`config.mk`:
```
export PLATFORM = sky130hd
export DESIGN_NAME = bmp24_file_serializer_unit
export DESIGN_NICKNAME = d
export VERILOG_FILES = /design/src/design/bfs_pkg.sv /design/src/design/bfs_front.sv /design/src/design/bfs_queue.sv /design/src/design/bfs_back.sv /design/src/design/bmp24_file_serializer_unit.sv
export SDC_FILE = /design/constraint.sdc
export NUM_CORES = 1
export LEC_CHECK = 0
export BUFFER_PORTS_ARGS = -buffer_cell sky130_fd_sc_hd__buf_4
export CELL_PAD_IN_SITES_DETAIL_PLACEMENT = 0
export CELL_PAD_IN_SITES_GLOBAL_PLACEMENT = 1
export CORE_ASPECT_RATIO = 0.9
export CORE_MARGIN = 2
export CORE_UTILIZATION = 44
export CTS_CLUSTER_SIZE = 8
export DETAILED_ROUTE_END_ITERATION = 12
export PLACE_DENSITY = 0.78
export SLEW_MARGIN = 20
export SYNTH_ARGS = -nofsm -noshare
export SYNTH_HDL_FRONTEND = slang
export SYNTH_SLANG_ARGS = --single-unit
```
`constraint.sdc`:
```
create_clock -name clk -period 7.44 [get_ports clk]
set_input_delay 0.744 -clock clk [delete_from_list [all_inputs] [get_ports clk]]
set_output_delay 0.744 -clock clk [all_outputs]
set_load 0.05 [all_outputs]
```
`src/design/bfs_pkg.sv`:
```
// ----------------------------------------------------------------------------
// bfs_pkg
// Shared types, constants and the header byte function of the BMP serializer.
// ----------------------------------------------------------------------------
package bfs_pkg;

  localparam int MAX_DIMENSION = 4096;
  localparam int DIM_W         = 13;   // register / dimension width
  localparam int CNT_W         = 12;   // column and row counters
  localparam int SIZE_W        = 27;   // file size in bytes
  localparam int IDX_W         = 6;    // byte position within one pixel's run
  localparam int QDEPTH        = 2;
  localparam int QPTR_W        = 1;
  localparam int QCNT_W        = 2;

  localparam int FILE_HDR_BYTES = 14;
  localparam int INFO_HDR_BYTES = 40;
  localparam int HDR_BYTES      = FILE_HDR_BYTES + INFO_HDR_BYTES;
  localparam int BITS_PER_PIXEL = 24;

  // byte positions within a run
  localparam logic [IDX_W-1:0] POS_SIG_B  = 6'd0;
  localparam logic [IDX_W-1:0] POS_SIG_M  = 6'd1;
  localparam logic [IDX_W-1:0] POS_WORDS  = 6'd2;
  localparam logic [IDX_W-1:0] POS_PLANES = 6'd26;
  localparam logic [IDX_W-1:0] POS_BPP    = 6'd28;
  localparam logic [IDX_W-1:0] POS_WEND   = 6'd26;
  localparam logic [IDX_W-1:0] POS_BLUE   = IDX_W'(HDR_BYTES);
  localparam logic [IDX_W-1:0] POS_GREEN  = IDX_W'(HDR_BYTES + 1);
  localparam logic [IDX_W-1:0] POS_RED    = IDX_W'(HDR_BYTES + 2);

  // header word slots (after the signature)
  localparam logic [3:0] WD_SIZE   = 4'd0;
  localparam logic [3:0] WD_RSVD   = 4'd1;
  localparam logic [3:0] WD_OFFSET = 4'd2;
  localparam logic [3:0] WD_INFO   = 4'd3;
  localparam logic [3:0] WD_WIDTH  = 4'd4;
  localparam logic [3:0] WD_HEIGHT = 4'd5;

  localparam logic REG_WIDTH  = 1'b0;
  localparam logic REG_HEIGHT = 1'b1;

  typedef struct packed {
    logic [DIM_W-1:0]  w;
    logic [DIM_W-1:0]  h;
    logic [1:0]        pad;
    logic [SIZE_W-1:0] size;
  } cfg_t;

  typedef struct packed {
    logic [7:0] red;
    logic [7:0] green;
    logic [7:0] blue;
    logic       hdr;
    logic [1:0] pad;
    logic       image_end;
  } entry_t;

  typedef enum logic {
    BK_IDLE,
    BK_RUN
  } back_state_t;

  function automatic logic [DIM_W-1:0] clamp_dim(input logic [DIM_W-1:0] v);
    logic [DIM_W-1:0] r;
    r = v;
    if (v == '0) r = DIM_W'(1);
    else if (v > DIM_W'(MAX_DIMENSION)) r = DIM_W'(MAX_DIMENSION);
    return r;
  endfunction

  function automatic logic [7:0] hdr_byte(input logic [IDX_W-1:0] idx, input cfg_t cfg);
    logic [IDX_W-1:0] k;
    logic [31:0]      word;
    logic [7:0]       b;
    k = idx - POS_WORDS;
    case (k[5:2])
      WD_SIZE:   word = 32'(cfg.size);
      WD_RSVD:   word = '0;
      WD_OFFSET: word = 32'(HDR_BYTES);
      WD_INFO:   word = 32'(INFO_HDR_BYTES);
      WD_WIDTH:  word = 32'(cfg.w);
      WD_HEIGHT: word = 32'(cfg.h);
      default:   word = '0;
    endcase
    b = 8'(word >> {k[1:0], 3'b000});
    if (idx == POS_SIG_B)       b = 8'h42;
    else if (idx == POS_SIG_M)  b = 8'h4d;
    else if (idx < POS_WORDS)   b = '0;
    else if (idx == POS_PLANES) b = 8'd1;
    else if (idx == POS_BPP)    b = 8'(BITS_PER_PIXEL);
    else if (idx >= POS_WEND)   b = '0;
    return b;
  endfunction

endpackage

```
`src/design/bfs_front.sv`:
```
// ----------------------------------------------------------------------------
// bfs_front
// Accepts pixels, tracks column and row, tags header, padding and image end.
// ----------------------------------------------------------------------------
module bfs_front import bfs_pkg::*; (
  input  logic       clk,
  input  logic       rst,
  input  cfg_t       cfg,
  input  logic       pixel_valid,
  output logic       pixel_ready,
  input  logic [7:0] red,
  input  logic [7:0] green,
  input  logic [7:0] blue,
  input  logic       q_full,
  output logic       q_push,
  output entry_t     q_data
);

  logic [CNT_W-1:0] column_count, column_count_next;
  logic [CNT_W-1:0] row_count, row_count_next;
  logic [DIM_W-1:0] col_inc, row_inc;
  logic             row_end, image_end;

  assign pixel_ready = !q_full;
  assign q_push      = pixel_valid && pixel_ready;

  assign col_inc   = {1'b0, column_count} + DIM_W'(1);
  assign row_inc   = {1'b0, row_count} + DIM_W'(1);
  assign row_end   = col_inc >= cfg.w;
  assign image_end = row_end && (row_inc >= cfg.h);

  always_comb begin
    q_data.red       = red;
    q_data.green     = green;
    q_data.blue      = blue;
    q_data.hdr       = (column_count == '0) && (row_count == '0);
    q_data.pad       = row_end ? cfg.pad : 2'd0;
    q_data.image_end = image_end;
  end

  always_comb begin
    column_count_next = column_count;
    row_count_next    = row_count;
    if (q_push) begin
      if (row_end) begin
        column_count_next = '0;
        row_count_next    = image_end ? '0 : row_inc[CNT_W-1:0];
      end else begin
        column_count_next = col_inc[CNT_W-1:0];
      end
    end
  end

  always_ff @(posedge clk) begin
    if (rst) begin
      column_count <= '0;
      row_count    <= '0;
    end else begin
      column_count <= column_count_next;
      row_count    <= row_count_next;
    end
  end

endmodule

```
`src/design/bfs_queue.sv`:
```
// ----------------------------------------------------------------------------
// bfs_queue
// Two-entry queue of classified pixels between front and back.
// ----------------------------------------------------------------------------
module bfs_queue import bfs_pkg::*; (
  input  logic   clk,
  input  logic   rst,
  input  logic   push,
  input  entry_t wdata,
  output logic   full,
  input  logic   pop,
  output entry_t rdata,
  output logic   nonempty
);

  entry_t            slots [QDEPTH];
  logic [QPTR_W-1:0] wr_ptr, rd_ptr;
  logic [QCNT_W-1:0] count;
  logic              do_push, do_pop;

  assign full     = count == QCNT_W'(QDEPTH);
  assign nonempty = count != '0;
  assign do_push  = push && !full;
  assign do_pop   = pop && nonempty;
  assign rdata    = slots[rd_ptr];

  always_ff @(posedge clk) begin
    if (do_push) slots[wr_ptr] <= wdata;
  end

  always_ff @(posedge clk) begin
    if (rst) begin
      wr_ptr <= '0;
      rd_ptr <= '0;
      count  <= '0;
    end else begin
      if (do_push) wr_ptr <= wr_ptr + QPTR_W'(1);
      if (do_pop)  rd_ptr <= rd_ptr + QPTR_W'(1);
      count <= count + QCNT_W'(do_push) - QCNT_W'(do_pop);
    end
  end

  a_no_overflow: assert property (@(posedge clk) disable iff (rst)
    count <= QCNT_W'(QDEPTH)) else $error("queue count over depth");

  a_push_only_grows: assert property (@(posedge clk) disable iff (rst)
    (do_push && !do_pop) |=> count == $past(count) + QCNT_W'(1))
    else $error("queue count did not grow on push");

endmodule

```
`src/design/bfs_back.sv`:
```
// ----------------------------------------------------------------------------
// bfs_back
// Walks one queued pixel's run: optional header, B G R, row padding.
// ----------------------------------------------------------------------------
module bfs_back import bfs_pkg::*; (
  input  logic       clk,
  input  logic       rst,
  input  cfg_t       cfg,
  input  logic       q_nonempty,
  input  entry_t     q_head,
  output logic       q_pop,
  output logic       byte_valid,
  input  logic       byte_ready,
  output logic [7:0] out_byte,
  output logic       last_of_run,
  output logic       end_of_image
);

  back_state_t      state, state_next;
  entry_t           cur;
  logic [IDX_W-1:0] idx;
  entry_t           sel;
  logic [IDX_W-1:0] sel_idx;
  logic             advance, fire, sel_last;
  logic [7:0]       sel_byte;

  assign advance = !byte_valid || byte_ready;

  always_comb begin
    sel     = cur;
    sel_idx = idx;
    fire    = 1'b0;
    q_pop   = 1'b0;
    unique case (state)
      BK_IDLE: begin
        sel     = q_head;
        sel_idx = q_head.hdr ? POS_SIG_B : POS_BLUE;
        fire    = advance && q_nonempty;
        q_pop   = fire;
      end
      BK_RUN: begin
        fire = advance;
      end
      default: ;
    endcase
  end

  assign sel_last = sel_idx == (POS_RED + IDX_W'(sel.pad));

  always_comb begin
    if (sel_idx < POS_BLUE)        sel_byte = hdr_byte(sel_idx, cfg);
    else if (sel_idx == POS_BLUE)  sel_byte = sel.blue;
    else if (sel_idx == POS_GREEN) sel_byte = sel.green;
    else if (sel_idx == POS_RED)   sel_byte = sel.red;
    else                           sel_byte = '0;
  end

  always_comb begin
    state_next = state;
    if (fire) state_next = sel_last ? BK_IDLE : BK_RUN;
  end

  always_ff @(posedge clk) begin
    if (rst) begin
      state      <= BK_IDLE;
      byte_valid <= 1'b0;
    end else begin
      state <= state_next;
      if (fire)            byte_valid <= 1'b1;
      else if (byte_ready) byte_valid <= 1'b0;
    end
  end

  always_ff @(posedge clk) begin
    if (fire) begin
      out_byte     <= sel_byte;
      last_of_run  <= sel_last;
      end_of_image <= sel_last && sel.image_end;
      idx          <= sel_idx + IDX_W'(1);
    end
    if (q_pop) cur <= q_head;
  end

  a_end_is_last: assert property (@(posedge clk) disable iff (rst)
    (byte_valid && end_of_image) |-> last_of_run)
    else $error("end_of_image without last_of_run");

  a_run_ends_idle: assert property (@(posedge clk) disable iff (rst)
    (fire && sel_last) |=> state == BK_IDLE)
    else $error("sequencer kept running past the last byte");

  a_pop_from_idle: assert property (@(posedge clk) disable iff (rst)
    q_pop |-> (state == BK_IDLE && q_nonempty && advance))
    else $error("pop outside idle or on empty queue");

endmodule

```
`src/design/bmp24_file_serializer_unit.sv`:
```
// ----------------------------------------------------------------------------
// bmp24_file_serializer_unit
// RGB pixel stream in, uncompressed 24-bit BMP byte stream out.
// ----------------------------------------------------------------------------
//  channel  | handshake                  | payload
//  ---------+----------------------------+----------------------------------
//  pixel    | pixel_valid / pixel_ready  | red, green, blue
//  byte     | byte_valid / byte_ready    | out_byte, last_of_run, end_of_image
//  config   | psel, penable, pwrite      | paddr, pwdata, prdata (0 width, 4 height)
//
//  One byte leaves per cycle from the back sequencer while byte_ready is high:
//  a pixel gives 3 bytes, plus the row padding (0..3) on the last pixel of a
//  row and 54 header bytes on the first pixel of an image. A two-word queue
//  lets pixels enter while the sequencer and the output register are busy.
//  Reset returns both dimensions to 1 and the counters to the top of an image.
//  A stalled byte_ready holds the output register, fills the queue, then drops pixel_ready.
// ----------------------------------------------------------------------------
module bmp24_file_serializer_unit import bfs_pkg::*; (
  input  logic        clk,
  input  logic        rst,
  input  logic        psel,
  input  logic        penable,
  input  logic        pwrite,
  input  logic [2:0]  paddr,
  input  logic [31:0] pwdata,
  output logic [31:0] prdata,
  output logic        pready,
  input  logic        pixel_valid,
  output logic        pixel_ready,
  input  logic [7:0]  red,
  input  logic [7:0]  green,
  input  logic [7:0]  blue,
  output logic        byte_valid,
  input  logic        byte_ready,
  output logic [7:0]  out_byte,
  output logic        last_of_run,
  output logic        end_of_image
);

  logic [DIM_W-1:0]  image_width, image_height;
  logic [DIM_W-1:0]  w_cl, h_cl;
  logic [DIM_W:0]    row_bytes;
  logic [SIZE_W-1:0] size;
  cfg_t              cfg;
  logic              q_push, q_pop, q_full, q_nonempty;
  entry_t            q_wdata, q_head;

  assign pready = 1'b1;
  assign prdata = (paddr[2] == REG_HEIGHT) ? 32'(image_height) : 32'(image_width);

  always_ff @(posedge clk) begin
    if (rst) begin
      image_width  <= DIM_W'(1);
      image_height <= DIM_W'(1);
    end else if (psel && penable && pwrite && pready) begin
      if (paddr[2] == REG_WIDTH) image_width  <= pwdata[DIM_W-1:0];
      else                       image_height <= pwdata[DIM_W-1:0];
    end
  end

  assign w_cl      = clamp_dim(image_width);
  assign h_cl      = clamp_dim(image_height);
  // bytes per stored row: 3w plus pad, where pad equals w mod 4
  assign row_bytes = {w_cl, 1'b0} + (DIM_W+1)'(w_cl) + (DIM_W+1)'(w_cl[1:0]);

  always_ff @(posedge clk) begin
    size <= SIZE_W'(h_cl) * SIZE_W'(row_bytes) + SIZE_W'(HDR_BYTES);
  end

  always_comb begin
    cfg.w    = w_cl;
    cfg.h    = h_cl;
    cfg.pad  = w_cl[1:0];
    cfg.size = size;
  end

  bfs_front u_front (
    .clk         (clk),
    .rst         (rst),
    .cfg         (cfg),
    .pixel_valid (pixel_valid),
    .pixel_ready (pixel_ready),
    .red         (red),
    .green       (green),
    .blue        (blue),
    .q_full      (q_full),
    .q_push      (q_push),
    .q_data      (q_wdata)
  );

  bfs_queue u_queue (
    .clk      (clk),
    .rst      (rst),
    .push     (q_push),
    .wdata    (q_wdata),
    .full     (q_full),
    .pop      (q_pop),
    .rdata    (q_head),
    .nonempty (q_nonempty)
  );

  bfs_back u_back (
    .clk          (clk),
    .rst          (rst),
    .cfg          (cfg),
    .q_nonempty   (q_nonempty),
    .q_head       (q_head),
    .q_pop        (q_pop),
    .byte_valid   (byte_valid),
    .byte_ready   (byte_ready),
    .out_byte     (out_byte),
    .last_of_run  (last_of_run),
    .end_of_image (end_of_image)
  );

endmodule
```
==> metrics.md, run 1 <==
| Metric | Value |
|---|---|
| Status | complete, no violations |
| CTS Buffer Depth | 2 |
| Area of the multi-input gates | 9800 um2 |
| Starting DRT DRC Count | 804 |
| Slowest cell on the critical path | fa_1 |
| Worst path required time | 7.77 ns |
| ANT cells | 0 |
| Part of the power in registers | 37.9% |
| GP Congestion | 0.905 |
| First-pass GRT wire length | 62.1 mm |
| Worst Hold Class | in -> reg |
| Share of post-route cells with drive strength above 1 | 23.0% |
| Post-Syn Area | 14900 um2 |
| Total die area | 35300 um2 |
| Comb pwr share | 37.7% |
| Initial Utilization | 44.9% |
| FILL cells | 2949 |
| Net count, final | 2029 |
| Finished Layout Cells | 2136 |
| Crit-path max FO | 4 |
| Arrival time worst endpoint | 7.76 ns |
| Clock transition at the registers of the reported paths | 0.08 ns |
| Largest net degree at the start of global routing | 39 |
| Maximum VDD drop | 0.161 mV |
| CP Capture Type | flop |
| Largest delay share family, worst path | adder cells |
| # setup viols final | 0 |
| Skew final | 0.0136 ns |
| Most frequent CP cell | buf_4 |
| Vias | 11400 |
| Count of flip-flops with a built-in enable after synthesis | 99 |
| CTS Buf Count | 17 |
| Yosys Warn Count | 0 |
| WS Path Type | reg -> reg |
| Num rows | 63 |
| Synthesized flop and latch total | 181 |
| Critical Path Start Type | flop |
| Top FF cell, synth | edfxtp_1 |
| Min-Delay Path Depth | 1 |
| Leakage | 7.97 nW |
| Inst Count DP | 2084 |
| DP Wirelength | 31.4 mm |
| Int Pwr | 2.25 mW |
| Tmin final | 7.43 ns |
| Core ar. | 33100 um2 |
| Final Core Density | 53.6% |
| Die width | 198 um |
| Initial antenna violation count | 0 |
| Max Cap Viol | 0 |
| CTS tree | yes |
| Clock insertion delay at the later pin of the skew report | 0.45 ns |
| H-tree levels | 4 |
| ANT nets after route | 0 |
| PD cells | 210 nW/um2 |
| FMAX | 0.135 GHz |
| Synthesized area per cell | 9.67 um2 |
| Power share of the clock group | 24.5% |
| HP Start | green[2] |
| FF/Latch Area | 4620 um2 |
| Max Slew Vio Count | 0 |
| Via-per-instance ratio | 5.36 |
| Number of global-route vias before repair | 11300 |
| Post-route DRC | 0 |
| Hold EP | u_queue.slots[1][14] |
| Slowest stage delay, CP | 0.51 ns |
| Worst r2r path cells | 39 |
| Reg2reg end | size[16] |
| Top-Level Pins | 111 |
| RSZ-0062 raised after global routing | yes |
| Slew HR | 31.4% |
| Register area share after synthesis | 31.0% |
| Drt pass-1 iters | 5 |
| Root buf cell | clkbuf_16 |
| Final hold vios | 0 |
| Worst-Margin Slew | 1.03 ns |
| Total GRT Usage | 23.1% |
| Sw Share | 39.6% |
| Buf/Inv on CP | 13 |
| Post-route cell area | 17700 um2 |
| Reg-to-reg startpoint | image_width[5] |
| DRT Wirelength | 39.9 mm |
| Tcrit/Tclk final | 99.9% |
| GR Overflow Total | 0 |
| Routed len/inst | 18.7 um |
| FF-to-FF setup slack | 0.008 ns |
| Synth Instances | 1538 |
| Chip height | 178 um |
| Area after DPL | 16600 um2 |
| Port buffer count | 69 |
| CTS sink count | 181 |
| Area grow syn2layout | 19.3% |
| Async SR Flop Fraction | 0% |
| Netlist cell types | 80 |
| Psw | 1.47 mW |
## layout make-up
cell class | instances | share of cell area [%]
sequential | 181 | 26.0
clock buffer | 17 | 2.40
clock inverter | 15 | 0.987
inverter | 181 | 3.87
timing repair buffer | 197 | 8.49
tap | 422 | 2.98
multi-input combinational | 1123 | 55.2
## metal layers
layer  vias to the layer above  track usage (%)  share of wire, %
met5                         -                0                 0
met4                         0             4.73               1.5
met3                        46             4.46               6.0
met2                       329             37.2                47
met1                      5552             32.6                46
li1                       5522                -                 -
## worst register-to-register path, delay by kind of cell, from the launching register on
| kind | cells | cell delay, ns |
|---|---|---|
| AND/OR/NAND/NOR | 5 | 0.64 |
| buffers and inverters | 13 | 1.23 |
| XOR/XNOR | 2 | 0.27 |
| flip-flops | 1 | 0.33 |
| AO/OA/AOI/OAI | 9 | 1.20 |
| adder cells (fa/ha/maj) | 10 | 3.67 |
## state kept, by name, summed over array words and instances (netlist names), 2 cells and up, named ones only
signal and flops:
image_width 13, u_front.column_count 12, u_front.row_count 12, u_back.cur 27
u_queue.count 2, u_queue.slots 56, u_back.out_byte 8, u_back.idx 6
size 25, image_height 13
## what timing repair did
| item | CTS | global route |
|---|---|---|
| setup endpoints to repair | 9 | 13 |
| hold buffers | 0 | 0 |
| setup buffers | 10 | 10 |
| resized for setup | 31 | 56 |
| pin swaps | 34 | 57 |
## cell families after synthesis
| family | count (synthesis) | synth area share [%] |
|---|---|---|
| XOR/XNOR | 66 | 3.89 |
| AND/OR/NAND/NOR | 466 | 14.2 |
| multiplexers | 61 | 4.48 |
| AO/OA/AOI/OAI | 248 | 11.2 |
| other | 2 | 0.0505 |
| adder cells (fa/ha/maj) | 262 | 27.7 |
| flip-flops | 181 | 31.0 |
| buffers and inverters | 252 | 7.51 |
## worst max path at each step
| stage | start | end | slack [ns] | cells after the start |
|---|---|---|---|---|
| CTS | image_width[5] | size[26] | -0.07 | 36 |
| floorplan | image_width[12] | size[26] | 0.0006 | 35 |
| finish | image_width[5] | size[16] | 0.008 | 39 |
| detailed placement | image_width[1] | size[26] | -0.44 | 32 |
| global route | image_width[5] | size[26] | -0.29 | 36 |
| global placement | image_width[1] | size[26] | -0.36 | 32 |
## stage by stage
step / setup WS (ns) / power, mW / hold slack (ns) / TNS, ns
floorplan: 0.000567 / 2.47 / 0.454 / 0
global placement: -0.365 / 2.78 / 0.487 / -1.63
finish: 0.00825 / 3.72 / 0.474 / 0
detailed placement: -0.436 / 2.80 / 0.494 / -1.97
global route: -0.286 / 3.91 / 0.453 / -0.954
CTS: -0.0747 / 3.72 / 0.459 / -0.138
## power groups by stage
stage               clock, mW  sequential (mW)  combinational, mW
finish                  0.910             1.41               1.40
global route            0.963             1.43               1.52
CTS                     0.923             1.41               1.39
detailed placement          0             1.43               1.37
global placement            0             1.42               1.36
floorplan                   0             1.48              0.990
## cell usage in the layout (no fill, tap or decap), drive strengths merged, types with 4 or more instances in the layout
master / instances
a211oi: 9
a21o: 13
a21oi: 80
a22o: 15
a31oi: 7
and2: 9
and3: 10
buf: 197
clkbuf: 17
clkinv: 16
conb: 20
dfxtp: 82
edfxtp: 99
fa: 111
ha: 151
inv: 179
mux2: 44
mux2i: 17
nand2: 159
nand2b: 12
nand3: 34
nand4: 11
nor2: 154
nor2b: 19
nor3: 18
nor4: 9
o2111ai: 5
o211ai: 16
o21a: 8
o21ai: 45
o221ai: 10
o22ai: 4
o31ai: 8
or2: 17
xnor2: 48
xor2: 18
## cells in the mapped netlist (all sizes together) (10+ instances only)
library cell	number	area, um2
o211ai	16	120
nor3	18	90.1
a21o	13	101
mux2	44	495
nor2b	19	119
nand3	34	170
edfxtp	99	2970
nand4	11	68.8
and3	10	63.8
nand2b	12	75.1
nor2	154	581
mux2i	17	170
clkbuf	34	178
a22o	15	131
ha	151	1890
xnor2	48	420
o221ai	10	93.8
o21ai	45	225
dfxtp	82	1640
fa	111	2220
nand2	159	597
or2	17	109
a21oi	80	412
inv	172	646
xor2	18	158
buf	36	251
(Power assumes the default switching activity.)
==> inputs of run 2 (changes only) <==
--- a/config.mk
+++ b/config.mk
@@ -5,15 +5,18 @@
 export SDC_FILE = /design/constraint.sdc
 export NUM_CORES = 1
 export LEC_CHECK = 0
+export ABC_AREA = 1
 export BUFFER_PORTS_ARGS = -buffer_cell sky130_fd_sc_hd__buf_4
 export CELL_PAD_IN_SITES_DETAIL_PLACEMENT = 0
 export CELL_PAD_IN_SITES_GLOBAL_PLACEMENT = 1
 export CORE_ASPECT_RATIO = 0.9
 export CORE_MARGIN = 2
-export CORE_UTILIZATION = 44
+export CORE_UTILIZATION = 43
 export CTS_CLUSTER_SIZE = 8
 export DETAILED_ROUTE_END_ITERATION = 12
-export PLACE_DENSITY = 0.78
+export HOLD_SLACK_MARGIN = 0.08
+export PLACE_DENSITY = 0.79
+export REMOVE_ABC_BUFFERS = 1
 export SLEW_MARGIN = 20
 export SYNTH_ARGS = -nofsm -noshare
 export SYNTH_HDL_FRONTEND = slang
==> run 2 against run 1 <==
Effect of this change:
- routed wire length up 3.4%
- clock power up 4.7%
- critical path type unchanged
- largest power group is now combinational cells
- sequential power about the same
- critical endpoint is now size[23]
==> metrics.md, run 2 <==
| Metric | Value |
|---|---|
| CTS Buffer Depth | 2 (unchanged) |
| Slew HR | 44.4% (was 31.4%) |
| Cell with the most instances after synthesis | nand2_1 (was inv_1) |
| Post-Syn Area | 15000 um2 (was 14900 um2) |
| Sw Share | 44.2% (was 39.6%) |
| Commonest non-fill, non-tap cell in the layout | nand2_1 (was buf_4) |
| Reg-to-reg startpoint | image_width[5] (unchanged) |
| Commonest non-fill, non-tap cells in the layout | nand2_1, inv_1, buf_4, nor2_1, ha_1 (was buf_4, inv_1, nand2_1, nor2_1, ha_1) |
| Biggest regs | u_queue.slots (56), u_back.cur (27), size (25) (unchanged) |
| Worst setup startpoint | image_width[5] (unchanged) |
| Maximum VDD drop | 0.200 mV (was 0.161 mV) |
| Share of post-route cells with drive strength above 1 | 20.7% (was 23.0%) |
| PD cells | 226 nW/um2 (was 210 nW/um2) |
| Synthesized area per cell | 8.35 um2 (was 9.67 um2) |
| Worst r2r path cells | 36 (was 39) |
| Starting DRT DRC Count | 965 (was 804) |
| Most frequent CP cell | buf_4 (unchanged) |
| Synthesized flop and latch total | 181 (unchanged) |
| Top-area cell type share of the netlist area | 19.8% (was 20.0%) |
| Initial Utilization | 43.8% (was 44.9%) |
| CTS Buf Count | 17 (unchanged) |
| Number of global-route vias before repair | 12200 (was 11300) |
| Total GRT Usage | 22.6% (was 23.1%) |
| Initial antenna violation count | 0 (unchanged) |
| Cell taking the most area after synthesis | edfxtp_1 (unchanged) |
| Comb pwr share | 43.5% (was 37.7%) |
| Reg2reg end | size[23] (was size[16]) |
| Slowest stage delay, CP | 0.56 ns (was 0.51 ns) |
| H-tree levels | 4 (unchanged) |
| Crit-path max FO | 4 (unchanged) |
| Int Pwr | 2.31 mW (was 2.25 mW) |
| Slowest cell on the critical path | fa_2 (was fa_1) |
| Power share of the clock group | 23.0% (was 24.5%) |
| Port buffer count | 69 (unchanged) |
| Arrival time worst endpoint | 7.75 ns (was 7.76 ns) |
| Drt pass-1 iters | 5 (unchanged) |
| Count of flip-flops with a built-in enable after synthesis | 99 (unchanged) |
| Skew final | 0.0141 ns (was 0.0136 ns) |
| Register with the most flip-flops | u_queue.slots (unchanged) |
| Max Slew Vio Count | 0 (unchanged) |
| End of the critical path | size[23] (was size[16]) |
| Total power | 4.15 mW (was 3.72 mW) |
| Die width | 201 um (was 198 um) |
| # setup viols final | 0 (unchanged) |
| Tmin final | 7.41 ns (was 7.43 ns) |
| Finished Layout Cells | 2470 (was 2136) |
| GR Overflow Total | 0 (unchanged) |
| Top FF cell, synth | edfxtp_1 (unchanged) |
| Final hold vios | 0 (unchanged) |
| GP Congestion | 0.909 (was 0.905) |
| Chip height | 181 um (was 178 um) |
| FMAX | 0.135 GHz (about the same) |
| Max Cap Viol | 0 (unchanged) |
| Worst-Margin Slew | 0.826 ns (was 1.03 ns) |
| Vias | 12500 (was 11400) |
| DRT Wirelength | 41.2 mm (was 39.9 mm) |
| FF-to-FF setup slack | 0.03 ns (was 0.008 ns) |
| Top-Level Pins | 111 (unchanged) |
| Core ar. | 34200 um2 (was 33100 um2) |
| CP Capture Type | flop (unchanged) |
| Leakage | 8.92 nW (was 7.97 nW) |
| ANT nets after route | 0 (unchanged) |
| Net count, final | 2323 (was 2029) |
| Root buf cell | clkbuf_16 (unchanged) |
| Largest net degree at the start of global routing | 40 (was 39) |
| Clock transition at the registers of the reported paths | 0.08 ns (about the same) |
| Synth Instances | 1794 (was 1538) |
| # hold bufs at CTS | 0 (unchanged) |
| Critical Path Start Type | flop (unchanged) |
| Netlist cell types | 50 (was 80) |
| Register area share after synthesis | 30.8% (was 31.0%) |
| ANT cells | 0 (unchanged) |
| Via-per-instance ratio | 5.05 (was 5.36) |
| WS Path Type | reg -> reg (unchanged) |
| Yosys Warn Count | 0 (unchanged) |
| RSZ-0062 raised after global routing | yes (unchanged) |
| Area after DPL | 16900 um2 (was 16600 um2) |
| Routed len/inst | 16.7 um (was 18.7 um) |
| DP Wirelength | 31.2 mm (was 31.4 mm) |
| Status | complete, no violations (unchanged) |
| CTS sink count | 181 (unchanged) |
| Part of the power in registers | 33.5% (was 37.9%) |
| Post-route cell area | 18400 um2 (was 17700 um2) |
| Post-route DRC | 0 (unchanged) |
| Clock insertion delay at the later pin of the skew report | 0.45 ns (about the same) |
| Inst Count DP | 2418 (was 2084) |
| Commonest cells in the netlist | nand2_1, inv_1, nor2_1 (was inv_1, nand2_1, nor2_1) |
| Synth area leaders | edfxtp_1, fa_1, ha_1, dfxtp_1, nand2_1 (was edfxtp_1, fa_1, ha_1, dfxtp_1, inv_1) |
| Total die area | 36300 um2 (was 35300 um2) |
| Area grow syn2layout | 22.5% (was 19.3%) |
| First-pass GRT wire length | 64.5 mm (was 62.1 mm) |
| Psw | 1.83 mW (was 1.47 mW) |
| Max reg flops | 56 (unchanged) |
| CTS tree | yes (unchanged) |
| Worst path required time | 7.78 ns (was 7.77 ns) |
| Worst Hold Class | reg -> reg (was in -> reg) |
| Async SR Flop Fraction | 0% (unchanged) |
| Num rows | 64 (was 63) |
| Tcrit/Tclk final | 99.6% (was 99.9%) |
## run 2: changes by cell type after synthesis, sizes merged, moves of 17 or more
cell and change:
nand2 +246, inv +84, mux2 -44, nor2 +40, xnor2 -36, nand3 +35, o21ai +34, xor2 +26
nand4 +24, nor2b -19, mux2i -17
## run 2: how the worst min path moves through the flow
stage	cells after the start	slack [ns]	to	from
CTS	1	0.46	u_queue.slots[0][20]	red[0]
finish	1	0.47	flop	u_queue.rd_ptr
floorplan	1	0.43	flop	u_queue.rd_ptr
global route	1	0.46	u_queue.slots[0][12]	green[0]
detailed placement	1	0.45	flop	u_queue.rd_ptr
global placement	1	0.44	flop	u_queue.rd_ptr
## run 2: per-layer routing
layer / vias to the layer above / wire (um) / share of wire (%) / global-route usage [%]
li1: 6171 / - / - / -
met1: 5965 / 19200 / 46 / 31.2
met2: 310 / 19400 / 47 / 37.5
met3: 29 / 2120 / 5.1 / 3.90
met4: 0 / 530 / 1.3 / 4.24
met5: - / 0 / 0 / 0
## run 2: kinds of logic (layout without fill, tap and decap cells)
| family | Yosys count | in the layout | share of synthesized area [%] |
|---|---|---|---|
| and+or+nand+nor | 732 | 732 | 20.7 |
| buffers and inverters | 332 | 528 | 9.12 |
| adders and majority gates | 262 | 262 | 27.4 |
| DFF | 181 | 181 | 30.8 |
| AOI/OAI and AO/OA | 229 | 229 | 8.60 |
| xor gates and xnor gates | 56 | 56 | 3.27 |
| other | 2 | 20 | 0.0501 |
## run 2: per-stage QoR
| stage | worst slack, ns | TNS, ns | hold WS, ns | util (%) |
|---|---|---|---|---|
| 2_1_floorplan | -0.0421 | -0.0421 | 0.426 | - |
| 3_3_place_gp | -0.370 | -2.20 | 0.436 | 49.3 |
| 3_5_place_dp | -0.429 | -2.82 | 0.454 | 49.3 |
| 4_1_cts | -0.0156 | -0.0156 | 0.464 | 52.7 |
| 5_1_grt | -0.304 | -2.34 | 0.456 | 53.7 |
| 6_report | 0.0280 | 0 | 0.467 | 53.7 |
## run 2: cell type report
class                      instances  area (um2)
fill                            3138       15800
multi-input combinational       1299        9770
sequential                       181        4620
timing repair buffer             229        1740
inverter                         267        1010
tap                              462         578
clock buffer                      17         425
clock inverter                    15         209
## run 2: power groups by stage
stage          sequential, mW  combinational [mW]  clock (mW)
2_1_floorplan            1.53                1.08           0
3_3_place_gp             1.41                1.71           0
3_5_place_dp             1.41                1.74           0
4_1_cts                  1.39                1.78       0.963
5_1_grt                  1.41                1.99        1.01
6_report                 1.39                1.80       0.953
## run 2: worst max-delay path, delay by kind of cell (launching register included)
| kind | cells | cell delay, ns |
|---|---|---|
| simple gates | 7 | 0.94 |
| buf+inv | 10 | 1.06 |
| fa+ha+maj | 9 | 3.70 |
| flops | 1 | 0.32 |
| xor+xnor | 2 | 0.25 |
| compound gates | 8 | 1.03 |
## run 2: what timing repair did
action,CTS,global route
setup endpoints to repair,14,15
gates resized for setup,78,56
cloned,0,0
hold endpoints to repair,0,0
buffers inserted,11,10
pin swaps,67,54
==> inputs of run 3 (changes only) <==
--- a/config.mk
+++ b/config.mk
@@ -11,13 +11,14 @@
 export CELL_PAD_IN_SITES_GLOBAL_PLACEMENT = 1
 export CORE_ASPECT_RATIO = 0.9
 export CORE_MARGIN = 2
-export CORE_UTILIZATION = 43
+export CORE_UTILIZATION = 42
+export CTS_CLUSTER_DIAMETER = 30
 export CTS_CLUSTER_SIZE = 8
 export DETAILED_ROUTE_END_ITERATION = 12
 export HOLD_SLACK_MARGIN = 0.08
-export PLACE_DENSITY = 0.79
+export PLACE_DENSITY = 0.78
 export REMOVE_ABC_BUFFERS = 1
-export SLEW_MARGIN = 20
 export SYNTH_ARGS = -nofsm -noshare
 export SYNTH_HDL_FRONTEND = slang
+export SYNTH_HIERARCHICAL = 1
 export SYNTH_SLANG_ARGS = --single-unit
==> run 3 against run 2 <==
Effect of this change:
- sequential cell count stayed put
- clock power is 3.7% lower
- routed wire length is 0.18% higher
- sequential power is 6% higher
- cell area is 0.22% lower
- utilization is 6.1 points lower
- sequential share of layout area hardly changed
- largest power group unchanged
- synthesized cell count is 15% higher
- power is 7.5% higher
- first-iteration DRC count is 16% lower
- fmax is 5.6% higher
- critical endpoint is now size[22]
- count of clock-buffer cells in the layout stayed put
==> metrics.md, run 3 <==
| Metric | Value |
|---|---|
| Inst Count DP | 2647 (was 2418) |
| Final hold vios | 0 (unchanged) |
| Post-synthesis simple-gate area fraction | 24.2% (was 20.7%) |
| Die width | 212 um (was 201 um) |
| PD cells | 243 nW/um2 (was 226 nW/um2) |
| Commonest cells in the netlist | nand2_1, inv_1, nor2_1 (unchanged) |
| First-pass GRT wire length | 67.0 mm (was 64.5 mm) |
| Setup ws final | 0.423 ns (was 0.0280 ns) |
| Post-synthesis mux area share | 2.38% (was 0%) |
| Vias | 13100 (was 12500) |
| Biggest regs | u_queue/slots (56), u_back/cur (27), size (25) (was u_queue.slots (56), u_back.cur (27), size (25)) |
| Worst Hold Class | in -> reg (was reg -> reg) |
| Arrival time worst endpoint | 7.38 ns (was 7.75 ns) |
| CP Capture Type | flop (unchanged) |
| Initial antenna violation count | 0 (unchanged) |
| Share of post-route cells with drive strength above 1 | 14.2% (was 20.7%) |
| Post-route DRC | 0 (unchanged) |
| Worst path required time | 7.80 ns (was 7.78 ns) |
| GP Congestion | 0.902 (was 0.909) |
| Tmin final | 7.02 ns (was 7.41 ns) |
| Commonest non-fill, non-tap cells in the layout | nand2_1, inv_1, nor2_1, ha_1, buf_4 (was nand2_1, inv_1, buf_4, nor2_1, ha_1) |
| Top-Level Pins | 111 (unchanged) |
| Compound-Gate Fraction of Synth Area | 5.71% (was 8.60%) |
| Max Cap Viol | 0 (unchanged) |
| # setup viols final | 0 (unchanged) |
| FMAX | 0.143 GHz (was 0.135 GHz) |
| Synthesized area per cell | 7.93 um2 (was 8.35 um2) |
| Adder-cell share of the synthesized area | 25.2% (was 27.4%) |
| ANT nets after route | 0 (unchanged) |
| Root buf cell | clkbuf_16 (unchanged) |
| Num rows | 68 (was 64) |
| Main combinational cell family by area after synthesis | adder cells (unchanged) |
| CTS sink count | 181 (unchanged) |
| Leakage | 9.14 nW (was 8.92 nW) |
| Synthesized flop and latch total | 181 (unchanged) |
| FILL cells | 3823 (was 3138) |
| Area of the multi-input gates | 10100 um2 (was 9770 um2) |
| Status | complete, no violations (unchanged) |
| DP Wirelength | 32.4 mm (was 31.2 mm) |
| Port buffer count | 69 (unchanged) |
| CTS Buf Count | 17 (unchanged) |
| Routed len/inst | 15.4 um (was 16.7 um) |
| Net count, final | 2471 (was 2323) |
| Initial Utilization | 42.6% (was 43.8%) |
| Cell with the most instances after synthesis | nand2_1 (unchanged) |
| Setup slack at placement | 0.00233 ns (was -0.429 ns) |
| H-tree levels | 4 (unchanged) |
| Crit-path max FO | 6 (was 4) |
| Core ar. | 38500 um2 (was 34200 um2) |
| Largest net degree at the start of global routing | 37 (was 40) |
| ANT cells | 0 (unchanged) |
| Synth Instances | 2067 (was 1794) |
| Count of flip-flops with a built-in enable after synthesis | 99 (unchanged) |
| GR Overflow Total | 0 (unchanged) |
| Max reg flops | 56 (unchanged) |
| Slowest stage delay, CP | 0.58 ns (was 0.56 ns) |
| Commonest non-fill, non-tap cell in the layout | nand2_1 (unchanged) |
| Netlist cell types | 57 (was 50) |
| Async SR Flop Fraction | 0% (unchanged) |
| Skew final | 0.0107 ns (was 0.0141 ns) |
| DRT Wirelength | 41.3 mm (was 41.2 mm) |
| Tcrit/Tclk final | 94.3% (was 99.6%) |
| Post-Synth XOR/XNOR Area | 2.26% (was 3.27%) |
| Drt pass-1 iters | 7 (was 5) |
| Slew HR | 27.2% (was 44.4%) |
| Area grow syn2layout | 11.7% (was 22.5%) |
| Maximum VDD drop | 0.188 mV (was 0.200 mV) |
| Slowest cell on the critical path | fa_1 (was fa_2) |
| Finished Layout Cells | 2679 (was 2470) |
| Post-Syn Area | 16400 um2 (was 15000 um2) |
| Clock insertion delay at the later pin of the skew report | 0.46 ns (was 0.45 ns) |
| Yosys Warn Count | 6 (was 0) |
| Number of global-route vias before repair | 12900 (was 12200) |
| Total GRT Usage | 21.0% (was 22.6%) |
| Synth area leaders | edfxtp_1, fa_1, ha_1, nand2_1, dfxtp_1 (was edfxtp_1, fa_1, ha_1, dfxtp_1, nand2_1) |
| CTS tree | yes (unchanged) |
| Register area share after synthesis | 28.1% (was 30.8%) |
| Register with the most flip-flops | u_queue/slots (was u_queue.slots) |
| Max Slew Vio Count | 0 (unchanged) |
| CTS Buffer Depth | 2 (unchanged) |
| Cell taking the most area after synthesis | edfxtp_1 (unchanged) |
| Starting DRT DRC Count | 807 (was 965) |
| WS Path Type | reg -> reg (unchanged) |
| Top-area cell type share of the netlist area | 18.1% (was 19.8%) |
| Worst-Margin Slew | 1.09 ns (was 0.826 ns) |
| Top FF cell, synth | edfxtp_1 (unchanged) |
| Total die area | 40600 um2 (was 36300 um2) |
| Most frequent CP cell | fa_1 (was buf_4) |
| FF/Latch Area | 4610 um2 (was 4620 um2) |
| Chip height | 191 um (was 181 um) |
| Setup Buffers After CTS | 0 (was 11) |
| Clock transition at the registers of the reported paths | 0.08 ns (about the same) |
| Critical Path Start Type | flop (unchanged) |
| Via-per-instance ratio | 4.90 (was 5.05) |
## run 3: cell types whose count changed after synthesis, moves of 12 or more
cell	previous run	this run
inv_1	248	345
clkbuf_1	34	16
a21oi_1	94	75
nor2_1	189	220
mux2_4	0	20
buf_4	22	47
nand4_1	35	47
nand3_1	65	89
nand2_1	392	508
o21ai_0	73	57
xor2_1	44	29
## run 3: logic make-up (layout without fill, tap and decap cells)
family	after synthesis	after routing
muxes	28	28
and+or+nand+nor	931	931
xor gates and xnor gates	38	38
AOI/OAI and AO/OA	170	170
buffers and inverters	453	520
DFF	181	181
adders and majority gates	264	264
other	2	22
## run 3: area by class of cell
cell class,instances,area share [%]
Multi-Input combinational cell,1453,55.4
Sequential cell,181,25.2
Inverter,366,7.52
Timing Repair Buffer,122,5.09
Tap cell,525,3.59
Clock buffer,17,2.32
Clock inverter,15,0.916
## run 3: path summary, 6_finish.rpt
check / slack, ns / depth (start not counted) / endpoint / from
worst max-delay path: 0.42 / 33 / size[22] / image_width[0]
worst min-delay path: 0.46 / 1 / u_queue/slots[0][27] / red[7]
worst max register to register: 0.42 / 33 / size[22] / image_width[0]
worst min register to register: 0.50 / 2 / image_height[5] / image_height[5]
## run 3: critical path: cells and delay by family (launching register included)
kind	cells	cell delay (ns)
DFF	1	0.33
buffers and inverters	8	0.64
AOI/OAI and AO/OA	2	0.39
xor gates and xnor gates	1	0.25
adders and majority gates	10	4.20
and+or+nand+nor	12	1.11
## run 3: per-layer routing
layer / global-route usage, % / share of wire (%)
met1: 29.7 / 48
met5: 0 / 0
met4: 5.00 / 1.5
met3: 4.01 / 5.5
met2: 33.2 / 45
## run 3: power breakdown
part | leakage (nW) | switching (mW) | internal [mW]
sequential | 1.60 | 0.0936 | 1.38
combinational | 7.25 | 1.44 | 0.624
clock | 0.287 | 0.465 | 0.453
## run 3: metrics by stage
step                TNS (ns)  utilization [%]  instance area [um2]  hold slack, ns  power [mW]
global placement           0             45.4                17500           0.478        3.48
finish                     0             47.6                18300           0.464        4.46
global route        -0.00480             47.6                18300           0.442        4.77
CTS                        0             47.0                18100           0.443        4.45
floorplan                  0                -                15900           0.458        2.95
detailed placement         0             45.4                17500           0.484        3.52
## run 3: timing repair
item	4_1_cts	5_1_grt
hold buffers	0	0
gates resized for setup	0	54
setup endpoints to repair	0	16
